### src/hdl/hss_pkg.sv
`timescale 1ns / 1ps
package hss_pkg;
    typedef struct packed {
        logic        action;
        logic [9:0]  row;
        logic [3:0]  var_index;
        logic signed [15:0] value;
        logic [15:0] draw_consider;
        logic [15:0] draw_adjust;
        logic [15:0] draw_direction;
        logic [15:0] draw_amount;
        logic        last;
    } t_request;

    typedef struct packed {
        logic [31:0] best_fitness;
        logic [31:0] worst_fitness;
        logic [31:0] vector_fitness;
        logic        replaced;
        logic        out_of_range;
    } t_result;

    localparam logic [2:0] REG_CONSIDER = 3'd0;
    localparam logic [2:0] REG_PITCH    = 3'd1;
    localparam logic [2:0] REG_BW       = 3'd2;
    localparam logic [2:0] REG_LOWER    = 3'd3;
    localparam logic [2:0] REG_UPPER    = 3'd4;

    localparam logic ACT_LOAD = 1'b0;
    localparam logic ACT_IMPROVISE = 1'b1;

    // controller to datapath
    typedef struct packed {
        logic take;        // latch request, start coordinate work
        logic coord_write; // write built coordinate
        logic fit_clear;   // clear fitness position counter and replaced flag
        logic fit_rd;      // issue coordinate read for fitness
        logic fit_acc;     // accumulate squared coordinate (read back, or candidate on improvise)
        logic fit_store;   // store fitness of loaded row
        logic repl_write;  // copy candidate coordinate into worst row
        logic repl_fit;    // store candidate fitness into worst row
        logic scan_clear;
        logic scan_rd;
        logic scan_acc;
        logic scan_done;
        logic emit;
    } t_cmd;

    typedef struct packed {
        logic is_load;
        logic is_last;
        logic fit_last;   // fitness position counter at final coordinate
        logic better;     // candidate beats worst
        logic scan_last;  // scan counter at final row
    } t_status;
endpackage

### src/hdl/hss_ctrl.sv
`timescale 1ns / 1ps
module hss_ctrl (
    input  logic             i_clk,
    input  logic             i_rst_n,
    input  logic             i_start,
    input  hss_pkg::t_status i_status,
    output hss_pkg::t_cmd    o_cmd,
    output logic             o_busy
);
    import hss_pkg::*;

    typedef enum logic [3:0] {
        S_IDLE, S_COORD, S_WRITE, S_FRD, S_FACC, S_FEND, S_DECIDE,
        S_REPL, S_REPL_END, S_SRD, S_SACC, S_SDONE, S_EMIT
    } t_state;

    t_state r_state, n_state;
    t_cmd   c;

    always_comb begin
        n_state = r_state;
        c = '0;
        case (r_state)
            S_IDLE: begin
                if (i_start) begin
                    c.take = 1'b1;
                    n_state = S_COORD;
                end
            end
            S_COORD: n_state = S_WRITE; // memory read of source coordinate returns
            S_WRITE: begin
                c.coord_write = 1'b1;
                c.fit_clear = 1'b1;
                n_state = i_status.is_last ? S_FRD : S_IDLE;
            end
            S_FRD: begin
                c.fit_rd = 1'b1;
                n_state = S_FACC;
            end
            S_FACC: begin
                c.fit_acc = 1'b1;
                n_state = i_status.fit_last ? S_FEND : S_FRD;
            end
            S_FEND: begin
                if (i_status.is_load) begin
                    c.fit_store = 1'b1;
                    n_state = S_SRD;
                end else begin
                    n_state = S_DECIDE;
                end
                c.scan_clear = 1'b1;
            end
            S_DECIDE: begin
                c.fit_clear = 1'b1;
                n_state = i_status.better ? S_REPL : S_SRD;
            end
            S_REPL: begin
                c.repl_write = 1'b1;
                n_state = i_status.fit_last ? S_REPL_END : S_REPL;
            end
            S_REPL_END: begin
                c.repl_fit = 1'b1;
                n_state = S_SRD;
            end
            S_SRD: begin
                c.scan_rd = 1'b1;
                n_state = S_SACC;
            end
            S_SACC: begin
                c.scan_acc = 1'b1;
                n_state = i_status.scan_last ? S_SDONE : S_SRD;
            end
            S_SDONE: begin
                c.scan_done = 1'b1;
                n_state = S_EMIT;
            end
            S_EMIT: begin
                c.emit = 1'b1;
                n_state = S_IDLE;
            end
            default: n_state = S_IDLE;
        endcase
    end

    always_ff @(posedge i_clk) begin
        if (!i_rst_n) begin
            r_state <= S_IDLE;
        end else begin
            r_state <= n_state;
        end
    end

    assign o_cmd  = c;
    assign o_busy = (r_state != S_IDLE);
endmodule

### config.mk
export PLATFORM = sky130hd
export DESIGN_NAME = hss_ctrl
export DESIGN_NICKNAME = d
export VERILOG_FILES = /design/src/hdl/hss_pkg.sv /design/src/hdl/hss_ctrl.sv
export SDC_FILE = /design/constraint.sdc
export NUM_CORES = 1
export LEC_CHECK = 0
export BUFFER_PORTS_ARGS = -buffer_cell sky130_fd_sc_hd__buf_4
export CAP_MARGIN = 20
export CORE_AREA = 2 2 39 41
export DETAILED_ROUTE_END_ITERATION = 10
export DIE_AREA = 0 0 41 43
export HOLD_SLACK_MARGIN = 0.06
export SLEW_MARGIN = 10
export SYNTH_ARGS = -nofsm -noshare
export SYNTH_HDL_FRONTEND = slang
export SYNTH_SLANG_ARGS = --single-unit
### constraint.sdc
create_clock -name i_clk -period 3.55 [get_ports i_clk]
set_clock_uncertainty 0.1 [all_clocks]
set_input_delay 0.71 -clock i_clk [delete_from_list [all_inputs] [get_ports i_clk]]
set_output_delay 0.71 -clock i_clk [all_outputs]
set_load 0.03 [all_outputs]
==> flow_metrics.env, run 1 <==
export IMPL_status="finished clean"
export IMPL_period_share_pct=64.4
export IMPL_ys_warn_count=0
export IMPL_routed_via_density=4.79
export IMPL_clk_pin_slew_ns=0.04
export IMPL_worstHoldStart="r_state[1]$_SDFFE_PN0P_"
export IMPL_clock_latency_ns=0.23
export IMPL_drtIter0Drc=1
export IMPL_finalSetupViolCount=0
export IMPL_max_cap_viol_count=0
export IMPL_reg_top3="r_state: 4 flops"
export IMPL_initial_core_util_pct=31.3
export IMPL_hold_path_class="reg -> reg"
export IMPL_fp_dieH_um=43
export IMPL_relSlewSlack_pct=66.9
export IMPL_whs_ns=0.670
export IMPL_critPathMaxFanout=15
export IMPL_yosysUniqueCellTypes=27
export IMPL_worstMarginPinSlew_ns=0.496
export IMPL_gp_congestion=0.680
export IMPL_first_pass_iters=2
export IMPL_via_count=469
export IMPL_placed_area_sq_um=576
export IMPL_period_minus_slack_ns=2.29
export IMPL_ir_drop_mv=0.202
export IMPL_fin_area_sq_um=598
export IMPL_post_drt_wl_per_cell_um=11.0
export IMPL_fmax_mhz=437
export IMPL_die_w_um=41
export IMPL_start_kind="register"
export IMPL_finalMaxSlewViolations=0
export IMPL_dpl_hpwl_um=839
export IMPL_grt_pass1_wl_um=1760
export IMPL_grt_max_degree=16
export IMPL_rr_startpoint="r_state[0]$_SDFFE_PN0P_"
export IMPL_worstPathCellList="nand2b_2, nor2_1, and2_1, buf_4"
export IMPL_crit_path_start="r_state[3]$_SDFFE_PN0P_"
export IMPL_rows=14
export IMPL_regMostFlops="r_state"
export IMPL_wl_met1_um=471
export IMPL_avgSynthCellArea_sq_um=6.98
export IMPL_drive_gt1_share_pct=37.8
export IMPL_synth_seq_cells=4
export IMPL_area_growth_pct=38.2
export IMPL_fin_nets=92
export IMPL_crit_type="reg -> out"
export IMPL_topRoutingLayerUsed="met3"
export IMPL_worstPathArrival_ns=1.48
export IMPL_worst_setup_path_end_kind="output port"
export IMPL_design_core_area_sq_um=1380
export IMPL_fin_util_pct=43.2
export IMPL_wl_met3_um=65
export IMPL_diodes=0
export IMPL_netlist_area_sq_um=433
export IMPL_drc=0
export IMPL_tns_ns=0
export IMPL_antenna_found_initial=0
export IMPL_required_ns=2.74
export IMPL_pwr_density_cell_nw_per_um2=290
export IMPL_cts_max_level=1
export IMPL_fp_dieArea_sq_um=1760
export IMPL_grt_overflow_total=0
export IMPL_cts_setup_buffers=0
export IMPL_synth_nets=70
export IMPL_io_pins=22
export IMPL_max_stage_delay_ns=0.62
export IMPL_finalHoldViolCount=0
export IMPL_cts_root_buf="clkbuf_4"
export IMPL_numCtsBuffers=3
export IMPL_p_leak_nw=0.258
export IMPL_crit_buf_inv=1
export IMPL_synthCells=62
export IMPL_ctsResizeCount=0
export IMPL_io_buffers=21
export IMPL_slowest_stage="dfxtp_1"
export IMPL_largest_reg_flops=4
export IMPL_clock_path_buffers=2
export IMPL_grt_pass1_vias=424
export IMPL_ctsHoldBuffers=0
export IMPL_wl_met2_um=540
export IMPL_synth_seq_area_share_pct=18.5
export IMPL_routed_wirelength_um=1080
export IMPL_cts_tree="built"
export IMPL_crit_family="flip-flops"
export IMPL_ant_nets=0
export IMPL_cts_sinks=4
export IMPL_rsz0062_at_grt="no"
export IMPL_grt_use_total_pct=14.4
## per-stage QoR
stage	std cells	power [W]	worst slack, ns
after floorplan	62	0.000101	1.15
after global placement	95	0.000120	1.49
after detailed placement	95	0.000120	1.51
after CTS	98	0.000179	1.25
after global routing	98	0.000186	1.12
final	98	0.000173	1.26
## area by class of cell
type                    count  area, sq um
inverters                   2         7.51
fillers                   155          786
multi-input cells          52          310
clock buffers               3         22.5
well taps                  16         20.0
repair buffers             21          158
flip-flops and latches      4         80.1
## path summary, 6_finish.rpt
kind / to / slack (ns) / cells after the start
hold reg to reg: r_state[0]$_SDFFE_PN0P_ / 0.67 / 3
setup / recovery: o_cmd[7] / 1.26 / 4
hold / removal: r_state[0]$_SDFFE_PN0P_ / 0.67 / 3
setup reg to reg: r_state[3]$_SDFFE_PN0P_ / 2.06 / 4
## worst min-delay path, stage by stage, from the launching register on
cell,delay (ns)
dfxtp_1,0.42
o21ai_0,0.13
a21o_1,0.11
a21oi_1,0.05
## cell usage in the layout (no fill, tap or decap)
master / instances
o32ai_2: 1
dfxtp_1: 4
a21o_1: 1
inv_1: 2
nor2b_1: 4
nor3_2: 1
a21oi_1: 5
o211ai_2: 1
and2b_2: 2
nor3_1: 4
o21ai_0: 3
nand3b_1: 1
clkbuf_4: 3
nand2_1: 5
nand2b_1: 3
a32o_1: 1
nand2b_2: 1
and2_1: 1
nor4_1: 1
nor2_1: 11
nand2_2: 1
a31oi_1: 1
or2b_1: 1
a2bb2oi_1: 2
buf_4: 21
and3_1: 1
## power breakdown
group / total (W) / switching, W / internal [W]
clock: 0.0000548 / 0.0000170 / 0.0000377
combinational: 0.0000615 / 0.0000339 / 0.0000276
sequential: 0.0000571 / 0.00000908 / 0.0000481
## cell families after synthesis
group           count (synthesis)  share of synthesized area (%)
compound gates                 15                           25.4
buf+inv                         6                           9.83
flops                           4                           18.5
simple gates                   37                           46.2
## cell usage after synthesis
library cell,instances,area share [%]
a21o_1,1,1.7
a21oi_1,5,5.8
a2bb2oi_1,2,4.0
a31oi_1,1,1.4
a32o_1,1,2.3
and2_1,1,1.4
and2b_2,2,4.0
and3_1,1,1.4
buf_2,1,1.2
buf_4,1,1.7
buf_6,2,5.2
dfxtp_1,4,18
inv_1,2,1.7
nand2_1,5,4.3
nand2_2,1,1.4
nand2b_1,3,4.3
nand2b_2,1,2.0
nand3b_1,1,1.7
nor2_1,11,9.5
nor2b_1,4,5.8
nor3_1,4,4.6
nor3_2,1,2.3
nor4_1,1,1.4
o211ai_2,1,2.9
o21ai_0,3,3.5
o32ai_2,1,3.8
or2b_1,1,1.7
## layer usage
| layer | global-route usage [%] | up-vias |
|---|---|---|
| met4 | 8.00 | 0 |
| met2 | 23.8 | 14 |
| met3 | 1.57 | 0 |
| li1 | - | 255 |
| met1 | 16.8 | 200 |
| met5 | 0 | - |
No activity file was read; power rests on OpenSTA's default activity.
==> inputs of run 2 (changes only) <==
--- a/config.mk
+++ b/config.mk
@@ -5,6 +5,7 @@
 export SDC_FILE = /design/constraint.sdc
 export NUM_CORES = 1
 export LEC_CHECK = 0
+export ABC_AREA = 1
 export BUFFER_PORTS_ARGS = -buffer_cell sky130_fd_sc_hd__buf_4
 export CAP_MARGIN = 20
 export CORE_AREA = 2 2 39 41
==> constraint.sdc (replaced) <==
create_clock -name i_clk -period 2 [get_ports i_clk]
set_clock_uncertainty 0.1 [all_clocks]
set_input_delay 0.4 -clock i_clk [delete_from_list [all_inputs] [get_ports i_clk]]
set_output_delay 0.4 -clock i_clk [all_outputs]
set_load 0.03 [all_outputs]
==> flow_metrics.env, run 2 <==
export IMPL_drive_gt1_share_pct=34.7
export IMPL_synth_top_area_share_pct=20.1
export IMPL_hold_depth=3
export IMPL_numCtsBuffers=3
export IMPL_cts_setup_buffers=0
export IMPL_max_cap_viol_count=0
export IMPL_synthTopCellsByCount="nor2_1 (20), nand2_1 (16), inv_1 (15), nand3_1 (8)"
export IMPL_first_pass_iters=4
export IMPL_tns_ns=0
export IMPL_pre_cts_ws_ns=0.397
export IMPL_p_leak_nw=0.363
export IMPL_finalSetupViolCount=0
export IMPL_area_growth_pct=50.3
export IMPL_drtIter0Drc=17
export IMPL_ys_flop_type="dfxtp_1"
export IMPL_critPathMaxFanout=5
export IMPL_io_buffers=21
export IMPL_async_reset_ff_share_pct=0
export IMPL_max_stage_delay_ns=0.45
export IMPL_final_cells=117
export IMPL_drc=0
export IMPL_die_w_um=41
export IMPL_period_minus_slack_ns=1.85
export IMPL_period_share_pct=92.7
export IMPL_grt_use_total_pct=13.0
export IMPL_ir_drop_mv=0.393
export IMPL_grt_max_degree=7
export IMPL_synth_nets=85
export IMPL_cts_tree="built"
export IMPL_cp_depth=5
export IMPL_post_drt_wl_per_cell_um=8.65
export IMPL_clk_pin_slew_ns=0.03
export IMPL_cts_sinks=4
export IMPL_crit_family="flip-flops"
export IMPL_crit_buf_inv=3
export IMPL_worstPathArrival_ns=1.35
export IMPL_r2r_end="r_state[1]$_SDFFE_PN0P_"
export IMPL_grt_pass1_vias=436
export IMPL_relSlewSlack_pct=83.1
export IMPL_worstMarginPinSlew_ns=0.253
export IMPL_worst_setup_path_end_kind="output port"
export IMPL_required_ns=1.50
export IMPL_synth_seq_cells=4
export IMPL_regMostFlops="r_state"
export IMPL_rr_startpoint="r_state[1]$_SDFFE_PN0P_"
export IMPL_clock_latency_ns=0.23
export IMPL_via_count=517
export IMPL_netlist_area_sq_um=398
export IMPL_synth_area_leaders="dfxtp_1 (20%), nor2_1 (19%), nand2_1 (15%), inv_1 (14%), nand3_1 (10%)"
export IMPL_holdPathEnd="r_state[2]$_SDFFE_PN0P_"
export IMPL_finalMaxSlewViolations=0
export IMPL_slowest_stage="dfxtp_1"
export IMPL_avgSynthCellArea_sq_um=5.17
export IMPL_synth_most_common_cell="nor2_1"
export IMPL_io_pins=22
export IMPL_diodes=0
export IMPL_reg_top3="r_state: 4 flops"
export IMPL_design_core_area_sq_um=1380
export IMPL_largest_reg_flops=4
export IMPL_grt_pass1_wl_um=1590
export IMPL_power_w=0.000352
export IMPL_synth_edf_count=0
export IMPL_worstHoldStart="i_rst_n"
export IMPL_ctsHoldBuffers=0
export IMPL_cts_max_level=1
export IMPL_fin_nets=111
export IMPL_cts_root_buf="clkbuf_4"
export IMPL_yosys_area_top_type="dfxtp_1"
export IMPL_start_kind="register"
export IMPL_critPathMostFrequentCell="inv_1"
export IMPL_hold_path_class="in -> reg"
export IMPL_layout_common_cells="buf_4 (21), nor2_1 (20), nand2_1 (16)"
export IMPL_grt_overflow_total=0
export IMPL_r2r_setup_slack_ns=0.75
export IMPL_synthCells=77
export IMPL_crit_type="reg -> out"
export IMPL_fmax_mhz=540
export IMPL_placed_cells=114
export IMPL_worstPathCellList="inv_1, nor2_1, inv_1, nor3_1, buf_4"
export IMPL_status="finished clean"
export IMPL_initial_core_util_pct=28.8
export IMPL_final_common_cell="buf_4"
export IMPL_setup_slack_ns=0.147
export IMPL_rows=14
export IMPL_ys_warn_count=0
export IMPL_yosysUniqueCellTypes=12
export IMPL_clock_path_buffers=2
export IMPL_dpl_hpwl_um=873
export IMPL_finalHoldViolCount=0
export IMPL_synth_seq_area_share_pct=20.1
export IMPL_pwr_density_cell_nw_per_um2=589
export IMPL_antenna_found_initial=0
export IMPL_fp_dieH_um=43
export IMPL_ant_nets=0
export IMPL_fp_dieArea_sq_um=1760
export IMPL_routed_via_density=4.42
export IMPL_ctsResizeCount=0
export IMPL_r2r_cells=6
export IMPL_rsz0062_at_grt="no"
export IMPL_routed_wirelength_um=1010
export IMPL_gp_congestion=0.834
run 2: cell count changes after synthesis, sizes merged, moves of 4 or more:
cell,delta
nand3,+8
nand2,+12
buf,-4
nand2b,-4
nor2,+15
inv,+16
nor3,-4
a21oi,-4
nor2b,-4
run 2: final cells by class:
type	instances	area, sq um
clock buffers	3	22.5
fillers	148	786
inverters	18	67.6
multi-input cells	55	250
flip-flops and latches	4	80.1
well taps	16	20.0
repair buffers	21	158
run 2: layer usage:
layer	track usage [%]	up-vias	wire, um
met5	0	-	0
met4	4.00	0	5
met3	4.71	2	30
met2	20.9	12	529
met1	15.4	229	447
li1	-	274	-
run 2: worst max-delay path by stage:
stage | startpoint | end | slack, ns
floorplan | r_state[3]$_SDFFE_PN0P_ | o_cmd[3] | 0.17
global route | r_state[3]$_SDFFE_PN0P_ | o_cmd[12] | 0.02
global placement | r_state[3]$_SDFFE_PN0P_ | o_cmd[3] | 0.39
detailed placement | r_state[3]$_SDFFE_PN0P_ | o_cmd[3] | 0.40
finish | r_state[3]$_SDFFE_PN0P_ | o_cmd[3] | 0.15
CTS | r_state[3]$_SDFFE_PN0P_ | o_cmd[3] | 0.14
run 2: cells by family after synthesis:
kind of cell / after synthesis / share of synthesized area [%]
AO/OA/AOI/OAI: 2 / 2.51
AND/OR/NAND/NOR: 53 / 60.4
flip-flops: 4 / 20.1
buffers and inverters: 18 / 17.0
run 2: per-stage QoR:
| step | area, sq um | utilization [%] | hold WS, ns |
|---|---|---|---|
| global route | 598 | 43.2 | 0.339 |
| floorplan | 398 | - | 0.451 |
| global placement | 576 | 41.6 | 0.559 |
| detailed placement | 576 | 41.6 | 0.566 |
| finish | 598 | 43.2 | 0.328 |
| CTS | 598 | 43.2 | 0.328 |
run 2: where the power goes:
part	total (W)	internal (W)	switching (W)	leakage, nW
Clock	0.0000973	0.0000669	0.0000303	0.0138
Combinational	0.000156	0.0000560	0.0000997	0.317
Sequential	0.0000994	0.0000883	0.0000111	0.0327
run 2: worst min-delay path, cell delays in order:
cell	delay (ns)
buf_4	0.08
inv_1	0.05
nor2_1	0.09
==> inputs of run 3 (changes only) <==
--- a/config.mk
+++ b/config.mk
@@ -12,6 +12,7 @@
 export DETAILED_ROUTE_END_ITERATION = 10
 export DIE_AREA = 0 0 41 43
 export HOLD_SLACK_MARGIN = 0.06
+export RECOVER_POWER = 25
 export SLEW_MARGIN = 10
 export SYNTH_ARGS = -nofsm -noshare
 export SYNTH_HDL_FRONTEND = slang
==> constraint.sdc (replaced) <==
create_clock -name i_clk -period 1.6 [get_ports i_clk]
set_clock_uncertainty 0.1 [all_clocks]
set_input_delay 0.32 -clock i_clk [delete_from_list [all_inputs] [get_ports i_clk]]
set_output_delay 0.32 -clock i_clk [all_outputs]
set_load 0.03 [all_outputs]
==> flow_metrics.env, run 3 (same netlist as run 2, synthesis figures left out) <==
export IMPL_status="complete, but fails checks"
export IMPL_violations="negative setup slack"
export IMPL_gp_congestion=0.781
export IMPL_max_cap_viol_count=0
export IMPL_fin_nets=119
export IMPL_relSlewSlack_pct=87.3
export IMPL_routed_via_density=4.39
export IMPL_regMostFlops="r_state"
export IMPL_post_drt_wl_per_cell_um=9.65
export IMPL_pre_cts_ws_ns=0.0777
export IMPL_first_pass_iters=4
export IMPL_drive_gt1_share_pct=56.0
export IMPL_period_share_pct=101
export IMPL_r2r_end="r_state[3]$_SDFFE_PN0P_"
export IMPL_grt_pass1_wl_um=1710
export IMPL_period_minus_slack_ns=1.62
export IMPL_cts_sinks=4
export IMPL_rr_startpoint="r_state[2]$_SDFFE_PN0P_"
export IMPL_cts_tree="built"
export IMPL_grt_overflow_total=0
export IMPL_design_core_area_sq_um=1380
export IMPL_grt_max_degree=7
export IMPL_dpl_hpwl_um=901
export IMPL_start_kind="register"
export IMPL_numCtsBuffers=3
export IMPL_clock_latency_ns=0.23
export IMPL_whs_ns=0.259
export IMPL_finalMaxSlewViolations=0
export IMPL_grt_pass1_vias=450
export IMPL_clk_pin_slew_ns=0.03
export IMPL_via_count=549
export IMPL_wl_met3_um=71
export IMPL_ir_drop_mv=0.592
export IMPL_fmax_mhz=619
export IMPL_io_pins=22
export IMPL_rsz0062_at_grt="yes"
export IMPL_wl_met1_um=525
export IMPL_hold_path_class="in -> reg"
export IMPL_r2r_setup_slack_ns=0.27
export IMPL_layout_common_cells="buf_4 (27), nand2_1 (15), nor2_1 (15)"
export IMPL_worstMarginPinSlew_ns=0.190
export IMPL_ctsHoldBuffers=0
export IMPL_reg_top3="r_state: 4 flops"
export IMPL_p_leak_nw=0.411
export IMPL_diodes=0
export IMPL_grt_use_total_pct=14.1
export IMPL_final_common_cell="buf_4"
export IMPL_io_buffers=21
export IMPL_crit_type="reg -> out"
export IMPL_cts_root_buf="clkbuf_4"
export IMPL_finalHoldViolCount=0
export IMPL_rows=14
export IMPL_cts_max_level=1
export IMPL_fp_dieArea_sq_um=1760
export IMPL_drc=0
export IMPL_nFillCells=141
export IMPL_initial_core_util_pct=28.8
export IMPL_required_ns=1.18
export IMPL_largest_reg_flops=4
export IMPL_finalSetupViolCount=2
export IMPL_antenna_found_initial=0
export IMPL_worst_setup_path_end_kind="output port"
export IMPL_clock_path_buffers=2
export IMPL_holdPathEnd="r_state[3]$_SDFFE_PN0P_"
export IMPL_pwr_density_cell_nw_per_um2=708
export IMPL_topRoutingLayerUsed="met3"
export IMPL_critPathMaxFanout=5
export IMPL_r2r_cells=10
export IMPL_setup_slack_ns=-0.0164
export IMPL_fp_dieH_um=43
export IMPL_area_growth_pct=82.4
export IMPL_drtIter0Drc=4
export IMPL_worstHoldStart="i_rst_n"
export IMPL_worstPathArrival_ns=1.20
export IMPL_die_w_um=41
export IMPL_hold_depth=3
export IMPL_ant_nets=0
export IMPL_routed_wirelength_um=1210
export IMPL_wl_met2_um=609
[run 3: through the flow]
step	cell area [sq um]	total power (W)	std cells	utilization [%]	setup TNS [ns]
after floorplan	405	0.000260	77	-	0
after global placement	591	0.000326	115	42.7	0
after detailed placement	591	0.000329	115	42.7	0
after CTS	659	0.000483	118	47.6	-0.0250
after global routing	726	0.000548	125	52.4	-0.344
final	726	0.000514	125	52.4	-0.0189
[run 3: what timing repair did]
action	in CTS	in global routing
resized for setup	18	9
endpoints found under the hold margin	0	0
buffers inserted	0	7
pin swaps	1	7
endpoints found under the setup margin	9	9
[run 3: worst max path at each step]
stage,startpoint,to,slack (ns)
6_report,r_state[2]$_SDFFE_PN0P_,o_cmd[12],-0.02
5_1_grt,r_state[2]$_SDFFE_PN0P_,o_cmd[12],-0.1
4_1_cts,r_state[1]$_SDFFE_PN0P_,o_cmd[12],-0.02
3_5_place_dp,r_state[3]$_SDFFE_PN0P_,o_cmd[12],0.08
3_3_place_gp,r_state[3]$_SDFFE_PN0P_,o_cmd[3],0.1
2_1_floorplan,r_state[1]$_SDFFE_PN0P_,o_cmd[12],0.02
[run 3: critical path, cell delays in order (launching register included)]
cell     delay, ns
dfxtp_4       0.36
nor2_4        0.13
inv_2         0.07
nor2_4        0.13
inv_2         0.05
nor2_2        0.11
buf_6         0.13
[run 3: report_power, final]
| group | switching, W | internal [W] | total [W] |
|---|---|---|---|
| clock | 0.0000379 | 0.0000837 | 0.000122 |
| combinational | 0.000152 | 0.000107 | 0.000259 |
| sequential | 0.0000223 | 0.000111 | 0.000134 |
| total | 0.000212 | 0.000302 | 0.000514 |
[run 3: metal layers]
layer | GRT usage (%) | vias up
li1 | - | 294
met1 | 16.0 | 239
met2 | 23.8 | 16
met3 | 4.71 | 0
met4 | 4.00 | 0
met5 | 0 | -
[run 3: layout make-up]
| class | count | area, sq um | share of cell area [%] |
|---|---|---|---|
| Clock buffer | 3 | 22.5 | 3.10 |
| Inverter | 18 | 67.6 | 9.31 |
| Multi-Input combinational cell | 55 | 295 | 40.7 |
| Sequential cell | 4 | 95.1 | 13.1 |
| Tap cell | 16 | 20.0 | 2.76 |
| Timing Repair Buffer | 29 | 225 | 31.0 |
